<file path="src/hw/rtl/bft_pkg.sv">
// Shared definitions for the byte frame transceiver: field widths, phase codes,
// result status codes and configuration register indexes.
// No dependencies.
package bft_pkg;

	localparam int BYTE_W   = 8;
	localparam int LEN_W    = 16;
	localparam int STATUS_W = 3;
	localparam int PHASE_W  = 3;
	localparam int MAX_RES  = 5;
	localparam int CNT_W    = 3;
	localparam int ADDR_W   = 4;
	localparam int PDATA_W  = 32;
	localparam int TDATA_W  = 40;
	localparam int TUSER_W  = 4;

	localparam logic [PHASE_W-1:0] PH_ID      = 3'd0;
	localparam logic [PHASE_W-1:0] PH_SIZE_HI = 3'd1;
	localparam logic [PHASE_W-1:0] PH_SIZE_LO = 3'd2;
	localparam logic [PHASE_W-1:0] PH_DATA    = 3'd3;
	localparam logic [PHASE_W-1:0] PH_SUM     = 3'd4;

	localparam logic [STATUS_W-1:0] ST_TX       = 3'd0;
	localparam logic [STATUS_W-1:0] ST_HDR_OK   = 3'd1;
	localparam logic [STATUS_W-1:0] ST_ID_BAD   = 3'd2;
	localparam logic [STATUS_W-1:0] ST_PAYLOAD  = 3'd3;
	localparam logic [STATUS_W-1:0] ST_FRAME_OK = 3'd4;
	localparam logic [STATUS_W-1:0] ST_SUM_BAD  = 3'd5;

	localparam logic [1:0] REG_NODE_ID      = 2'd0;
	localparam logic [1:0] REG_FRAME_LENGTH = 2'd1;
	localparam logic [1:0] REG_DIRECTION    = 2'd2;

	typedef logic [BYTE_W-1:0] byte_t;

endpackage

</file>
<file path="src/hw/rtl/byte_frame_transceiver.sv">
// Half-duplex byte framer and deframer with an APB register port.
// Depends on bft_pkg.
//
// Each accepted input byte is processed in the cycle it is accepted and its
// results are loaded into a result buffer of up to five words, which drains
// one word per cycle on the master side while m_tready is high. A new byte is
// taken whenever the buffer is empty or is handing over its final word, so a
// byte that yields at most one result sustains one byte per cycle while
// m_tready is high; a byte that yields more (first transmit byte with header,
// last one with checksum, up to five) holds the slave side until its burst is
// on its final word. Writing the direction register re-arms the frame state.
module byte_frame_transceiver (
	input  logic                            clk,
	input  logic                            arst_n,
	input  logic                            psel,
	input  logic                            penable,
	input  logic                            pwrite,
	input  logic [bft_pkg::ADDR_W-1:0]      paddr,
	input  logic [bft_pkg::PDATA_W-1:0]     pwdata,
	output logic [bft_pkg::PDATA_W-1:0]     prdata,
	output logic                            pready,
	input  logic                            s_tvalid,
	output logic                            s_tready,
	// s_tdata: in_byte[7:0]
	input  logic [bft_pkg::BYTE_W-1:0]      s_tdata,
	output logic                            m_tvalid,
	input  logic                            m_tready,
	// m_tdata: out_byte[7:0], byte_index[23:8], received_length[39:24]
	output logic [bft_pkg::TDATA_W-1:0]     m_tdata,
	// m_tuser: status[2:0], frame_end[3]
	output logic [bft_pkg::TUSER_W-1:0]     m_tuser,
	output logic                            m_tlast
);
	import bft_pkg::*;

	byte_t              node_id_q;
	logic [LEN_W-1:0]   frame_length_q;
	logic               direction_q;

	logic [PHASE_W-1:0] phase_q;
	logic [LEN_W-1:0]   bc_q;
	byte_t              sum_q;
	logic [LEN_W-1:0]   ls_q;

	byte_t              bytes_q [MAX_RES];
	logic [CNT_W-1:0]   rem_q;
	logic [STATUS_W-1:0] st_q;
	logic [LEN_W-1:0]   idx_q;
	logic [LEN_W-1:0]   rlen_q;
	logic               fend_q;

	logic [PHASE_W-1:0] ph_n;
	logic [LEN_W-1:0]   bc_n;
	byte_t              sum_n;
	logic [LEN_W-1:0]   ls_n;
	byte_t              bytes_n [MAX_RES];
	logic [CNT_W-1:0]   cnt_n;
	logic [STATUS_W-1:0] st_n;
	logic [LEN_W-1:0]   idx_n;
	logic [LEN_W-1:0]   rlen_n;
	logic               fend_n;

	logic               cfg_wr;
	logic [1:0]         reg_idx;
	logic               in_acc;
	logic               out_acc;
	byte_t              b;
	logic [LEN_W-1:0]   base_bc;
	byte_t              base_sum;
	byte_t              sum_tx;
	byte_t              sum_rx;
	logic               last_tx;
	logic               last_rx;

	assign pready  = 1'b1;
	assign reg_idx = paddr[3:2];
	assign cfg_wr  = psel && penable && pwrite && pready;

	always_comb begin
		prdata = '0;
		unique case (reg_idx)
			REG_NODE_ID:      prdata = {{(PDATA_W-BYTE_W){1'b0}}, node_id_q};
			REG_FRAME_LENGTH: prdata = {{(PDATA_W-LEN_W){1'b0}}, frame_length_q};
			REG_DIRECTION:    prdata = {{(PDATA_W-1){1'b0}}, direction_q};
			default:          prdata = '0;
		endcase
	end

	assign m_tvalid = (rem_q != '0);
	assign m_tlast  = (rem_q == CNT_W'(1));
	assign out_acc  = m_tvalid && m_tready;
	assign s_tready = !m_tvalid || (out_acc && m_tlast);
	assign in_acc   = s_tvalid && s_tready;

	assign m_tdata = {rlen_q, idx_q, bytes_q[0]};
	assign m_tuser = {fend_q && m_tlast, st_q};

	assign b        = s_tdata;
	assign base_bc  = (phase_q == PH_DATA) ? bc_q : '0;
	assign base_sum = (phase_q == PH_DATA) ? sum_q : '0;
	assign sum_tx   = base_sum + b;
	assign sum_rx   = sum_q + b;
	assign last_tx  = ({1'b0, base_bc} + 17'd1) >= {1'b0, frame_length_q};
	assign last_rx  = ({1'b0, bc_q} + 17'd1) >= {1'b0, frame_length_q};

	always_comb begin
		ph_n   = phase_q;
		bc_n   = bc_q;
		sum_n  = sum_q;
		ls_n   = ls_q;
		cnt_n  = '0;
		st_n   = ST_TX;
		idx_n  = '0;
		rlen_n = '0;
		fend_n = 1'b0;
		for (int i = 0; i < MAX_RES; i++) begin
			bytes_n[i] = b;
		end
		if (!direction_q) begin
			if (phase_q != PH_DATA) begin
				bytes_n[0] = node_id_q;
				bytes_n[1] = frame_length_q[15:8];
				bytes_n[2] = frame_length_q[7:0];
				bytes_n[3] = b;
				bytes_n[4] = sum_tx;
				cnt_n      = last_tx ? CNT_W'(5) : CNT_W'(4);
			end else begin
				bytes_n[0] = b;
				bytes_n[1] = sum_tx;
				cnt_n      = last_tx ? CNT_W'(2) : CNT_W'(1);
			end
			if (last_tx) begin
				ph_n   = PH_ID;
				bc_n   = '0;
				sum_n  = '0;
				fend_n = 1'b1;
			end else begin
				ph_n  = PH_DATA;
				bc_n  = base_bc + LEN_W'(1);
				sum_n = sum_tx;
			end
		end else begin
			rlen_n = ls_q;
			unique case (phase_q)
				PH_SIZE_HI: begin
					ls_n = {b, 8'h00};
					ph_n = PH_SIZE_LO;
				end
				PH_SIZE_LO: begin
					ls_n   = {ls_q[15:8], b};
					rlen_n = {ls_q[15:8], b};
					ph_n   = PH_DATA;
					bc_n   = '0;
					sum_n  = '0;
					cnt_n  = CNT_W'(1);
					st_n   = ST_HDR_OK;
				end
				PH_DATA: begin
					sum_n = sum_rx;
					cnt_n = CNT_W'(1);
					st_n  = ST_PAYLOAD;
					idx_n = bc_q;
					if (last_rx) begin
						ph_n = PH_SUM;
					end else begin
						bc_n = bc_q + LEN_W'(1);
					end
				end
				PH_SUM: begin
					bytes_n[0] = sum_q;
					cnt_n      = CNT_W'(1);
					st_n       = (sum_q == b) ? ST_FRAME_OK : ST_SUM_BAD;
					fend_n     = 1'b1;
					ph_n       = PH_ID;
					bc_n       = '0;
					sum_n      = '0;
				end
				default: begin
					if (b == node_id_q) begin
						ph_n = PH_SIZE_HI;
					end else begin
						ph_n  = PH_ID;
						cnt_n = CNT_W'(1);
						st_n  = ST_ID_BAD;
					end
				end
			endcase
		end
	end

	always_ff @(posedge clk or negedge arst_n) begin
		if (!arst_n) begin
			node_id_q      <= '0;
			frame_length_q <= LEN_W'(1);
			direction_q    <= 1'b0;
		end else if (cfg_wr) begin
			unique case (reg_idx)
				REG_NODE_ID:      node_id_q <= pwdata[BYTE_W-1:0];
				REG_FRAME_LENGTH: frame_length_q <= pwdata[LEN_W-1:0];
				REG_DIRECTION:    direction_q <= pwdata[0];
				default:          ;
			endcase
		end
	end

	always_ff @(posedge clk or negedge arst_n) begin
		if (!arst_n) begin
			phase_q <= PH_ID;
			bc_q    <= '0;
			sum_q   <= '0;
			ls_q    <= '0;
		end else if (cfg_wr && (reg_idx == REG_DIRECTION)) begin
			phase_q <= PH_ID;
			bc_q    <= '0;
			sum_q   <= '0;
		end else if (in_acc) begin
			phase_q <= ph_n;
			bc_q    <= bc_n;
			sum_q   <= sum_n;
			ls_q    <= ls_n;
		end
	end

	always_ff @(posedge clk or negedge arst_n) begin
		if (!arst_n) begin
			rem_q <= '0;
		end else if (in_acc) begin
			rem_q <= cnt_n;
		end else if (out_acc) begin
			rem_q <= rem_q - CNT_W'(1);
		end
	end

	always_ff @(posedge clk) begin
		if (in_acc) begin
			bytes_q <= bytes_n;
			st_q    <= st_n;
			idx_q   <= idx_n;
			rlen_q  <= rlen_n;
			fend_q  <= fend_n;
		end else if (out_acc) begin
			for (int i = 0; i < MAX_RES - 1; i++) begin
				bytes_q[i] <= bytes_q[i+1];
			end
		end
	end

`ifndef SYNTHESIS
	a_rem_bound: assert property (@(posedge clk) disable iff (!arst_n)
		rem_q <= CNT_W'(MAX_RES))
		else $error("result buffer count out of range");

	a_fend_last: assert property (@(posedge clk) disable iff (!arst_n)
		m_tvalid && m_tuser[3] |-> m_tlast)
		else $error("frame end on a word that is not the last of its burst");

	a_tx_phase: assert property (@(posedge clk) disable iff (!arst_n)
		!direction_q |-> (phase_q == PH_ID) || (phase_q == PH_DATA))
		else $error("transmit mode left in a receive phase");

	a_tx_fields: assert property (@(posedge clk) disable iff (!arst_n)
		m_tvalid && (st_q == ST_TX) |-> (idx_q == '0) && (rlen_q == '0))
		else $error("transmit word carries index or length");

	a_no_overrun: assert property (@(posedge clk) disable iff (!arst_n)
		m_tvalid && !m_tready |-> !s_tready)
		else $error("input taken while a result burst is stalled");
`endif

endmodule
</file>
<file path="config.mk">
export PLATFORM = sky130hd
export DESIGN_NAME = byte_frame_transceiver
export DESIGN_NICKNAME = d
export VERILOG_FILES = /design/src/hw/rtl/bft_pkg.sv /design/src/hw/rtl/byte_frame_transceiver.sv
export SDC_FILE = /design/constraint.sdc
export NUM_CORES = 1
export LEC_CHECK = 0
export BUFFER_PORTS_ARGS = -buffer_cell sky130_fd_sc_hd__buf_4
export CAP_MARGIN = 20
export CELL_PAD_IN_SITES_DETAIL_PLACEMENT = 0
export CELL_PAD_IN_SITES_GLOBAL_PLACEMENT = 1
export CORE_MARGIN = 4
export CORE_UTILIZATION = 49
export CTS_BUF_LIST = sky130_fd_sc_hd__clkbuf_4
export DETAILED_ROUTE_END_ITERATION = 8
export PLACE_DENSITY_LB_ADDON = 0.1
export SKIP_LAST_GASP = 1
export SYNTH_ARGS = -nofsm -noshare
export SYNTH_HDL_FRONTEND = slang
export SYNTH_SLANG_ARGS = --single-unit
</file>
<file path="constraint.sdc">
create_clock -name clk -period 10.85 [get_ports clk]
set_input_delay 0.5425 -clock clk [delete_from_list [all_inputs] [get_ports clk]]
set_output_delay 0.5425 -clock clk [all_outputs]
set_load 0.005 [all_outputs]
</file>
# ---- Word-level counts from Yosys, hierarchy flattened
# Index checks and enable logic that the tools add are counted.
dict set report word_totals {
  regBits 147
  out_inout_bits 80
  in_bits 51
}
dict set report op_classes {
  mux 44
  addsub 7
  n_lt_le_gt_ge 2
  bitwise 2
  n_eq_ne 13
  n_reduce_logical 24
}
# op n
set op_table {}
lappend op_table {{$mux W16} 7}
lappend op_table {{$mux W32} 3}
lappend op_table {{$mux W8} 8}
lappend op_table {{$pmux W16 S2} 2}
lappend op_table {{$pmux W16 S3} 1}
lappend op_table {{$add A16 B1 Y17 const B} 2}
lappend op_table {{$ge A17 B16 Y1} 2}
lappend op_table {{$add A16 B1 Y16 const B} 2}
lappend op_table {{$mux W24} 1}
lappend op_table {{$mux W3} 8}
lappend op_table {{$pmux W3 S4} 2}
lappend op_table {{$add A8 B8 Y8} 2}
lappend op_table {{$eq A8 B8 Y1} 2}
lappend op_table {{$pmux W8 S2} 1}
lappend op_table {{$reduce_and A2 Y1} 5}
lappend op_table {{$ne A4 B3 Y1 const B} 2}
lappend op_table {{$logic_and A1 B1 Y1} 7}
lappend op_table {{$mux W1} 7}
lappend op_table {{$eq A3 B1 Y1 const B} 2}
lappend op_table {{$eq A3 B2 Y1 const B} 2}
lappend op_table {{$mux W2} 3}
lappend op_table {{$reduce_bool A2 Y1} 3}
lappend op_table {{$reduce_and A5 Y1} 1}
lappend op_table {{$ne A4 B2 Y1 const B} 1}
lappend op_table {{15 further kinds} 16}

# ---- Longest topological paths before layout
# Gate-level depths: netlist of run 1.
dict set report depth {
  word_depth 8
  mapped_depth 18
  depth_no_buf 16
}

# ---- Worst setup path after synthesis of run 1
# OpenSTA, ideal clock, no wires.
dict set report synth_path {
  path_type {flip-flop to flip-flop}
  startpoint {register phase_q[1]}
  endpoint {register bc_q[12]}
  setup_slack_ps 7205
  path_stages_with_launch 18
  setup_time_ps 122
  required_time_ps 10728
  arrival_time_ps 3523
  n_path_buf 6
  cell_sequence {dfrtp_1 buf_2 nor2b_1 buf_6 nand2_4 clkbuf_1 clkbuf_1 buf_1 nor2_1 ha_1 nand3_1 nor3_1 a21oi_1 o311a_1 a21oi_1 nor2_2 buf_2 a32o_1}
}
dict set report synth_between {
  elab_chain_len 8
  elab_cells_between_ends 16
}
# item line
set synth_lines {}
lappend synth_lines {{start, declared} byte_frame_transceiver.sv:40} ;# logic [PHASE_W-1:0] phase_q;
lappend synth_lines {{start signal, assigned} byte_frame_transceiver.sv:217} ;# phase_q <= ph_n;
lappend synth_lines {{$eq A3 B2 Y1} {byte_frame_transceiver.sv:99, byte_frame_transceiver.sv:144}}
lappend synth_lines {{$mux W16} n/a}
lappend synth_lines {{$add A16 B1 Y17} byte_frame_transceiver.sv:103} ;# assign last_tx = ({1'b0, base_bc} + 17'd1) >= {1'b0, frame_length_q};
lappend synth_lines {{$ge A17 B16 Y1} byte_frame_transceiver.sv:103}
lappend synth_lines {{$mux W16} byte_frame_transceiver.sv:132} ;# if (last_tx) begin
lappend synth_lines {{$mux W16} byte_frame_transceiver.sv:119} ;# if (!direction_q) begin
lappend synth_lines {{$mux W16} byte_frame_transceiver.sv:216} ;# end else if (in_acc) begin
lappend synth_lines {{$mux W16} byte_frame_transceiver.sv:212} ;# end else if (cfg_wr && (reg_idx == REG_DIRECTION)) begin
lappend synth_lines {{end signal, assigned} byte_frame_transceiver.sv:218} ;# bc_q <= bc_n;
lappend synth_lines {{end, declared} byte_frame_transceiver.sv:41} ;# logic [LEN_W-1:0] bc_q;
# Several ways; a longest one is shown, not always the timed one. The select of a mux whose other input is x is not followed.
# A chain may end at the register's enable or synchronous reset.

# ---- Worst setup path after layout of run 1
dict set report layout_path {
  startpoint {register phase_q[2]}
  endpoint {register bc_q[6]}
}
# Same word-level chain as after synthesis.

==> results of run 1 <==
## power by group through the flow
stage | Sequential [mW] | Combinational [mW] | Clock (mW)
global route | 0.884 | 0.818 | 0.382
CTS | 0.867 | 0.735 | 0.359
finish | 0.868 | 0.736 | 0.352
floorplan | 0.842 | 0.514 | 0
detailed placement | 0.879 | 0.732 | 0
global placement | 0.873 | 0.722 | 0
## layout make-up
type                            count  area share, %
Antenna cell                        2         0.0497
Clock buffer                       18           1.34
Clock inverter                     14           1.42
Inverter                           41           1.53
Multi-Input combinational cell    728           44.5
Sequential cell                   147           40.3
Tap cell                          229           2.84
Timing Repair Buffer              105           8.04
## critical path, delay by kind of cell, from the launching register on
| family | cells | cell delay [ps] |
|---|---|---|
| AOI/OAI and AO/OA | 6 | 1110 |
| buffers and inverters | 1 | 630 |
| and+or+nand+nor | 4 | 2130 |
| adders and majority gates | 1 | 260 |
| xor gates and xnor gates | 1 | 210 |
| DFF | 1 | 530 |
## worst paths after layout
path	from	end	slack (ps)	cells after the start
worst max register to register	phase_q[2]$_DFFE_PN0P_	bc_q[6]$_DFFE_PN0P_	5890	13
worst max-delay path	phase_q[2]$_DFFE_PN0P_	bc_q[6]$_DFFE_PN0P_	5890	13
min in group asynchronous	arst_n	ls_q[12]$_DFFE_PN0P_	330	2
worst min-delay path	pwdata[12]	frame_length_q[12]$_DFFE_PN0P_	170	3
max in group asynchronous	arst_n	frame_length_q[0]$_DFFE_PN1P_	9880	3
worst min register to register	ls_q[14]$_DFFE_PN0P_	ls_q[14]$_DFFE_PN0P_	490	2
## cells in the mapped netlist (4+ instances only)
cell / instances / area [um^2]
mux2i_1: 11 / 110
o21ai_0: 85 / 425
nand2_1: 189 / 709
nor2_2: 4 / 25.0
a32o_1: 9 / 90.1
inv_1: 39 / 146
buf_4: 25 / 188
nand2b_1: 8 / 50.1
dfrtp_1: 70 / 1750
buf_1: 5 / 18.8
a31oi_1: 11 / 68.8
mux2_2: 11 / 124
o32ai_1: 4 / 35.0
nor2_1: 61 / 229
nor2b_1: 4 / 25.0
o31ai_1: 4 / 30.0
o21ai_2: 6 / 52.6
a211oi_1: 5 / 37.5
ha_1: 52 / 651
nand3_1: 27 / 135
and3_1: 26 / 163
o22ai_1: 7 / 43.8
a21o_1: 7 / 52.6
clkbuf_1: 41 / 154
a22o_1: 9 / 78.8
xor2_1: 24 / 210
and2_1: 19 / 119
nor3_1: 7 / 35.0
edfxtp_1: 76 / 2280
nand4_1: 4 / 25.0
buf_2: 6 / 30.0
a21oi_1: 43 / 215
xnor2_1: 17 / 149
o21a_1: 4 / 30.0
buf_6: 4 / 45.0
## state kept, by name (all words and copies together) (netlist names)
register and flops:
bc_q 16, bytes_q 32, frame_length_q 16, fend_q 1
rlen_q 16, m_tdata 8, ls_q 16, st_q 3
rem_q 3, direction_q 1, phase_q 3, sum_q 8
idx_q 16, node_id_q 8
## metal layers
| metal | global-route usage, % | up-vias | routed length, um |
|---|---|---|---|
| met5 | 0 | - | 13 |
| met1 | 35.6 | 3517 | 11800 |
| li1 | - | 3532 | - |
| met3 | 4.76 | 34 | 1510 |
| met2 | 37.4 | 236 | 11500 |
| met4 | 6.19 | 2 | 435 |
## metrics by stage
step / hold WS [ps] / setup slack, ps / power, mW / util, % / instance area [um^2]
2_1_floorplan: 247 / 7210 / 1.36 / - / 9130
3_3_place_gp: 456 / 6030 / 1.60 / 53.9 / 9750
3_5_place_dp: 468 / 5990 / 1.61 / 54.0 / 9760
4_1_cts: 121 / 5960 / 1.96 / 55.5 / 10000
5_1_grt: 137 / 5550 / 2.08 / 55.7 / 10100
6_report: 165 / 5890 / 1.96 / 55.7 / 10100
## cells in the final DEF, fill, tap and decap left out, drive strengths merged, types with 3 or more instances in the layout
cell,n
nand2,190
buf,104
o21ai,94
edfxtp,76
dfrtp,70
nor2,65
ha,52
inv,48
a21oi,43
nand3,28
and3,27
xor2,24
and2,19
clkbuf,18
xnor2,17
conb,17
mux2i,11
a31oi,11
mux2,11
a22o,9
a32o,9
nand2b,8
nor3,7
a21o,7
o22ai,7
a211oi,6
nand4,5
clkinv,5
nor2b,4
o21a,4
o31ai,4
o32ai,4
o211ai,4
nand3b,3
or2,3
o2111ai,3
nor4,3
nor3b,3
## kinds of logic (layout without fill, tap and decap cells)
logic type      count (synthesis)  after routing  synth area share (%)
xor+xnor                       41             41                  3.96
flops                         147            147                  44.8
mux                            22             22                  2.58
simple gates                  373            373                  18.9
fa+ha+maj                      54             54                  7.61
compound gates                221            221                  15.6
buf+inv                       122            178                  6.50
other cells                     2             19                0.0828
==> results.tsv, run 1 <==
stage	metric	value	unit
outcome	status	finished clean	
grt	GRT Total Usage	24.4	%
die	I/O Pins	131	
route	ANT nets after route	0	
run	max-cap violations	0	
cells_and_area	layout cell share with drive strength beyond 1	16.9	%
pwr	part of the power in the clock network	18.0	%
grt	initial antenna violation count	2	
die	Die W	144	um
sta	f_max	202	MHz
synthesis	Syn Area/Cell	9.24	um^2
sta	Final setup viols	0	
die	Core Region	0.0181	mm^2
synthesis	synth warn	0	
pwr	Switching Share	39.8	%
die	die area	0.0208	mm^2
placed_design	placed cells	1248	
setup_path	Crit Path Category	reg2reg	
synthesis	Post-Syn Instances	982	
die	Rows	49	
synthesis	post-synthesis cell area	0.00907	mm^2
sta	max-slew violation count	0	
cts	H-tree Lvls	4	
cts	Worst-path clk slew	150	ps
cells_and_area	nets@finish	1145	
cts	TritonCTS clock tree	built	
cts	Inserted Clock Buffers	17	
setup_path	crit-path max FO	41	
pwr	P_leak	4.54	nW
cells_and_area	Register Area	0.00406	mm^2
sta	RSZ-0062 raised after global routing	no	
cts	clk buf depth	2	
cts	CTS Root Buffer Type	clkbuf_4	
sta	Fin. Hold Viols	0	
synthesis	top_reg_cell synth	edfxtp_1	
cts	latest clock arrival within the worst-skew pair	560	ps
route	Avg WL per Cell	19.7	um
setup_path	Worst EP required	11350	ps
hold_path	worst min-delay path class	in2reg	
grt	grt ovf	0	
grt	vias in the first global route	6800	
pwr	switching power	0.779	mW
synthesis	number of synthesized flops with an enable pin	76	
setup_path	max incr delay on CP	810	ps
sta	Slew HR	36.5	%
placed_design	GPL Wtd Cong	0.869	
route	drt drc	0	
setup_path	slowest cell on the critical path	nor2_2	
cells_and_area	synthesis-to-finish area growth	11.1	%
setup_path	Worst Setup Start Kind	register	
sta	sum of negative setup slack	0	ps
route	DRT iter0 DRCs	622	
pwr	sequential power share	44.4	%
placed_design	post-DP HPWL	17.6	mm
setup_path	Crit. End Element	register	
grt	largest net degree at the start of global routing	78	
synthesis	count of cell types in the netlist	74	
grt	first-pass GRT wire length	38.8	mm
synthesis	Post-synth ARST share	48.3	%
route	Post-Route WL	25.3	mm
sta	clock period minus worst slack	4960	ps
route	first-pass iteration count of the detailed router	5	
cells_and_area	fill count	1686	
pwr	P per Cell Area	194	mW/mm^2
sta	Tcrit/Tclk final	45.7	%
cells_and_area	final std cells w/o fill	1284	
route	via count	7321	
sta	Layout Skew	28.3	ps
synthesis	sequential fraction of the synthesis area	44.8	%
cts	hold_buf cts	0	
cts	# Post-CTS Setup Buffers	0	
pwr	VDD IR max	0.0000902	V
placed_design	# port buffers	95	
cts	Post-CTS Resized	0	
route	vias per cell	5.70	
pwr	Internal	1.18	mW
cells_and_area	area of the multi-input gates	0.00448	mm^2
synthesis	#FFs+latches synth	147	
die	starting density of the core	50.2	%
die	chip height	144	um
setup_path	worst-path cell chain	nor2b_1, nand2_4, inv_2, nand2_1, xnor2_1, ha_1, o21ai_0, o21ai_0, a21oi_1, o311a_1, a21oi_1, nor2_2, a32o_1	
sta	Slew @ Worst Pin	953	ps
pwr	combinational share of power	37.6	%
setup_path	Worst EP arrival	5460	ps
cts	CTS Sinks	147	
No activity file was read; power rests on OpenSTA's default activity.
==> run 2: changes to the inputs <==
--- a/config.mk
+++ b/config.mk
@@ -5,12 +5,13 @@
 export SDC_FILE = /design/constraint.sdc
 export NUM_CORES = 1
 export LEC_CHECK = 0
+export ABC_AREA = 1
 export BUFFER_PORTS_ARGS = -buffer_cell sky130_fd_sc_hd__buf_4
 export CAP_MARGIN = 20
 export CELL_PAD_IN_SITES_DETAIL_PLACEMENT = 0
 export CELL_PAD_IN_SITES_GLOBAL_PLACEMENT = 1
 export CORE_MARGIN = 4
-export CORE_UTILIZATION = 49
+export CORE_UTILIZATION = 44
 export CTS_BUF_LIST = sky130_fd_sc_hd__clkbuf_4
 export DETAILED_ROUTE_END_ITERATION = 8
 export PLACE_DENSITY_LB_ADDON = 0.1
==> constraint.sdc (replaced) <==
create_clock -name clk -period 5.1 [get_ports clk]
set_input_delay 0.255 -clock clk [delete_from_list [all_inputs] [get_ports clk]]
set_output_delay 0.255 -clock clk [all_outputs]
set_load 0.005 [all_outputs]
==> results.tsv, run 2 <==
stage	metric	value	unit	change
cts	CTS Root Buffer Type	clkbuf_4		
placed_design	Placement Cell Area	0.0102	mm^2	+4.9%
grt	GRT Total Usage	23.1	%	-1.3 points
die	chip height	154	um	+7.2%
synthesis	synth warn	0		unchanged
hold_path	worst min-delay path class	in2reg		
grt	grt met1 use	32.1	%	-3.5 points
synthesis	Syn Area/Cell	7.93	um^2	-14%
grt	initial antenna violation count	1		-1
setup_path	Worst EP arrival	4600	ps	-860 ps
synthesis	dominant cell type by area after synthesis	edfxtp_1		
grt	first-pass GRT wire length	43.1	mm	+11%
grt	GRT Max-Usage Layer	met2		
cts	H-tree Lvls	4		unchanged
cts	# Post-CTS Setup Buffers	0		unchanged
sta	f_max	242	MHz	+20%
synthesis	count of cell types in the netlist	51		-31%
cts	clk buf depth	2		unchanged
sta	Tcrit/Tclk final	81.1	%	+35 points
synthesis	#FFs+latches synth	147		unchanged
sta	Layout Skew	20.8	ps	-7.48 ps
synthesis	top_reg_cell synth	edfxtp_1		
cts	Worst-path clk slew	140	ps	about the same
placed_design	post-DP HPWL	20.3	mm	+15%
grt	vias in the first global route	7718		+14%
route	first-pass iteration count of the detailed router	6		+1
cells_and_area	most common cell after layout, fill and taps aside	nand2_1		
setup_path	cell mode on critical path	nand2_1		
synthesis	number of synthesized flops with an enable pin	76		unchanged
sta	max-slew violation count	0		unchanged
hold_path	hold_sp	s_tdata[1]		
setup_path	crit-path max FO	25		-39%
cts	Inserted Clock Buffers	17		unchanged
route	Avg WL per Cell	17.4	um	-11%
placed_design	GPL Wtd Cong	0.863		-0.69%
pwr	P per Cell Area	476	mW/mm^2	+150%
grt	largest net degree at the start of global routing	55		-29%
setup_path	reg2reg start	phase_q[1]$_DFFE_PN0P_		
cells_and_area	layout cell share with drive strength beyond 1	13.8	%	-3.1 points
synthesis	largest cells by area after synthesis	edfxtp_1 24%, dfrtp_1 19%, nand2_1 12%		
die	starting density of the core	44.9	%	-5.3 points
sta	Slew @ Worst Pin	968	ps	+15.1 ps
setup_path	Worst Setup Start Kind	register		
synthesis	Post-Syn Instances	1189		+21%
run	max-cap violations	0		unchanged
cells_and_area	synthesis-to-finish area growth	14.5	%	
cells_and_area	most frequent cells in the layout	289 x nand2_1, 137 x inv_1, 121 x nor2_1		
die	Rows	53		+8.2%
setup_path	Crit. End Element	register		
setup_path	slowest cell on the critical path	dfrtp_1		
setup_path	Crit Path Category	reg2reg		
die	Core Region	0.0210	mm^2	+16%
sta	RSZ-0062 raised after global routing	no		
synthesis	post-synthesis cell area	0.00943	mm^2	+3.9%
synthesis	top-area cell type share of the netlist area	24.2	%	-0.95 points
die	die area	0.0238	mm^2	+15%
synthesis	cell with the most instances after synthesis	nand2_1		
cells_and_area	cell area after layout	0.0108	mm^2	+7.2%
synthesis	sequential fraction of the synthesis area	43.1	%	-1.7 points
sta	Final setup viols	0		unchanged
placed_design	pre-CTS setup slack	983	ps	-5010 ps
sta	sum of negative setup slack	0	ps	unchanged
die	Die W	154	um	+7.2%
cts	TritonCTS clock tree	built		
cts	Post-CTS Resized	0		unchanged
sta	Fin. Hold Viols	0		unchanged
sta	clock period minus worst slack	4130	ps	-822 ps
pwr	P_leak	5.14	nW	+13%
grt	met2 track demand over resource	37.5	%	+0.088 points
grt	GR Layer Usage met3	3.92	%	-0.84 points
cts	latest clock arrival within the worst-skew pair	580	ps	+20 ps
setup_path	Worst EP required	5570	ps	-5780 ps
die	I/O Pins	131		unchanged
cells_and_area	Most flops, register	bytes_q		
cts	CTS Sinks	147		unchanged
placed_design	# port buffers	95		unchanged
pwr	VDD IR max	0.000167	V	+86%
route	Post-Route WL	27.4	mm	+8.3%
outcome	status	finished clean		
setup_path	max incr delay on CP	430	ps	-380 ps
route	vias per cell	5.17		-9.3%
route	via count	8118		+11%
route	drt drc	0		unchanged
grt	grt ovf	0		unchanged
sta	final worst setup slack	965	ps	-4930 ps
cells_and_area	nets@finish	1384		+21%
synthesis	Post-synth ARST share	48.3	%	unchanged
cells_and_area	number of flip-flops in the largest register	32		unchanged
setup_path	Worst Setup SP	phase_q[1]$_DFFE_PN0P_		
route	ANT nets after route	0		unchanged
sta	Slew HR	35.3	%	-1.2 points
route	DRT iter0 DRCs	644		+3.5%
synthesis	Synth top cells by count	289 x nand2_1, 137 x inv_1, 122 x nor2_1		
run 2: cell types whose count changed after synthesis, sizes merged, moves of 9 or more:
| cell | previous run | this run |
|---|---|---|
| a21oi | 43 | 79 |
| a22o | 9 | 0 |
| a32o | 9 | 0 |
| and2 | 19 | 1 |
| and3 | 27 | 0 |
| clkbuf | 41 | 25 |
| inv | 40 | 149 |
| mux2 | 11 | 0 |
| mux2i | 11 | 0 |
| nand2 | 190 | 294 |
| nand3 | 28 | 58 |
| nand4 | 5 | 19 |
| nor2 | 65 | 133 |
| xor2 | 24 | 15 |
run 2: metal layers:
metal  share of wire (%)  wire (um)
met5                   0          0
met4                 2.1        566
met3                 5.7       1560
met2                  47      13000
met1                  45      12300
run 2: kinds of logic after synthesis:
group | count (synthesis) | share of synthesized area [%]
compound gates | 211 | 12.6
xor+xnor | 26 | 2.57
fa+ha+maj | 54 | 7.32
buf+inv | 217 | 9.92
flops | 147 | 43.1
other cells | 2 | 0.0796
simple gates | 532 | 24.4
run 2: path summary, 6_finish.rpt:
check | endpoint | slack, ps | depth (start not counted)
worst max-delay path | rem_q[0]$_DFFE_PN0P_ | 970 | 26
worst min-delay path | ls_q[9]$_DFFE_PN0P_ | 20 | 3
worst max register to register | rem_q[0]$_DFFE_PN0P_ | 970 | 26
worst min register to register | rem_q[1]$_DFFE_PN0P_ | 500 | 2
max in group asynchronous | bc_q[11]$_DFFE_PN0P_ | 4000 | 3
min in group asynchronous | frame_length_q[12]$_DFFE_PN0P_ | 60 | 2
run 2: layout make-up:
| class | count | area, um^2 |
|---|---|---|
| Inverter | 150 | 563 |
| Sequential cell | 147 | 4060 |
| Timing Repair Buffer | 123 | 973 |
| Clock buffer | 18 | 135 |
| Fill cell | 2069 | 10200 |
| Antenna cell | 2 | 5.00 |
| Tap cell | 275 | 344 |
| Multi-Input combinational cell | 840 | 4490 |
| Clock inverter | 14 | 226 |
run 2: through the flow:
step	instances	power, mW	hold WS [ps]	util [%]
after floorplan	1204	3.50	-40.6	-
after global placement	1515	4.19	142	48.7
after detailed placement	1515	4.23	139	48.7
after CTS	1566	5.17	0.421	51.3
after global routing	1569	5.54	15.3	51.4
final	1569	5.14	24.4	51.4
run 2: worst max-delay path: cells and delay by family, from the launching register on:
kind	cells	cell delay, ps
adders and majority gates	3	850
AOI/OAI and AO/OA	4	450
and+or+nand+nor	16	1990
xor gates and xnor gates	1	200
buffers and inverters	2	110
DFF	1	430
run 2: where the power goes:
group | total, mW | internal [mW] | switching (mW)
sequential | 2.04 | 1.78 | 0.266
combinational | 2.17 | 0.771 | 1.39
clock | 0.928 | 0.452 | 0.476
run 2: what timing repair did:
item	4_1_cts	5_1_grt
setup endpoints to repair	0	0
endpoints found under the hold margin	44	1
hold buffers	19	1
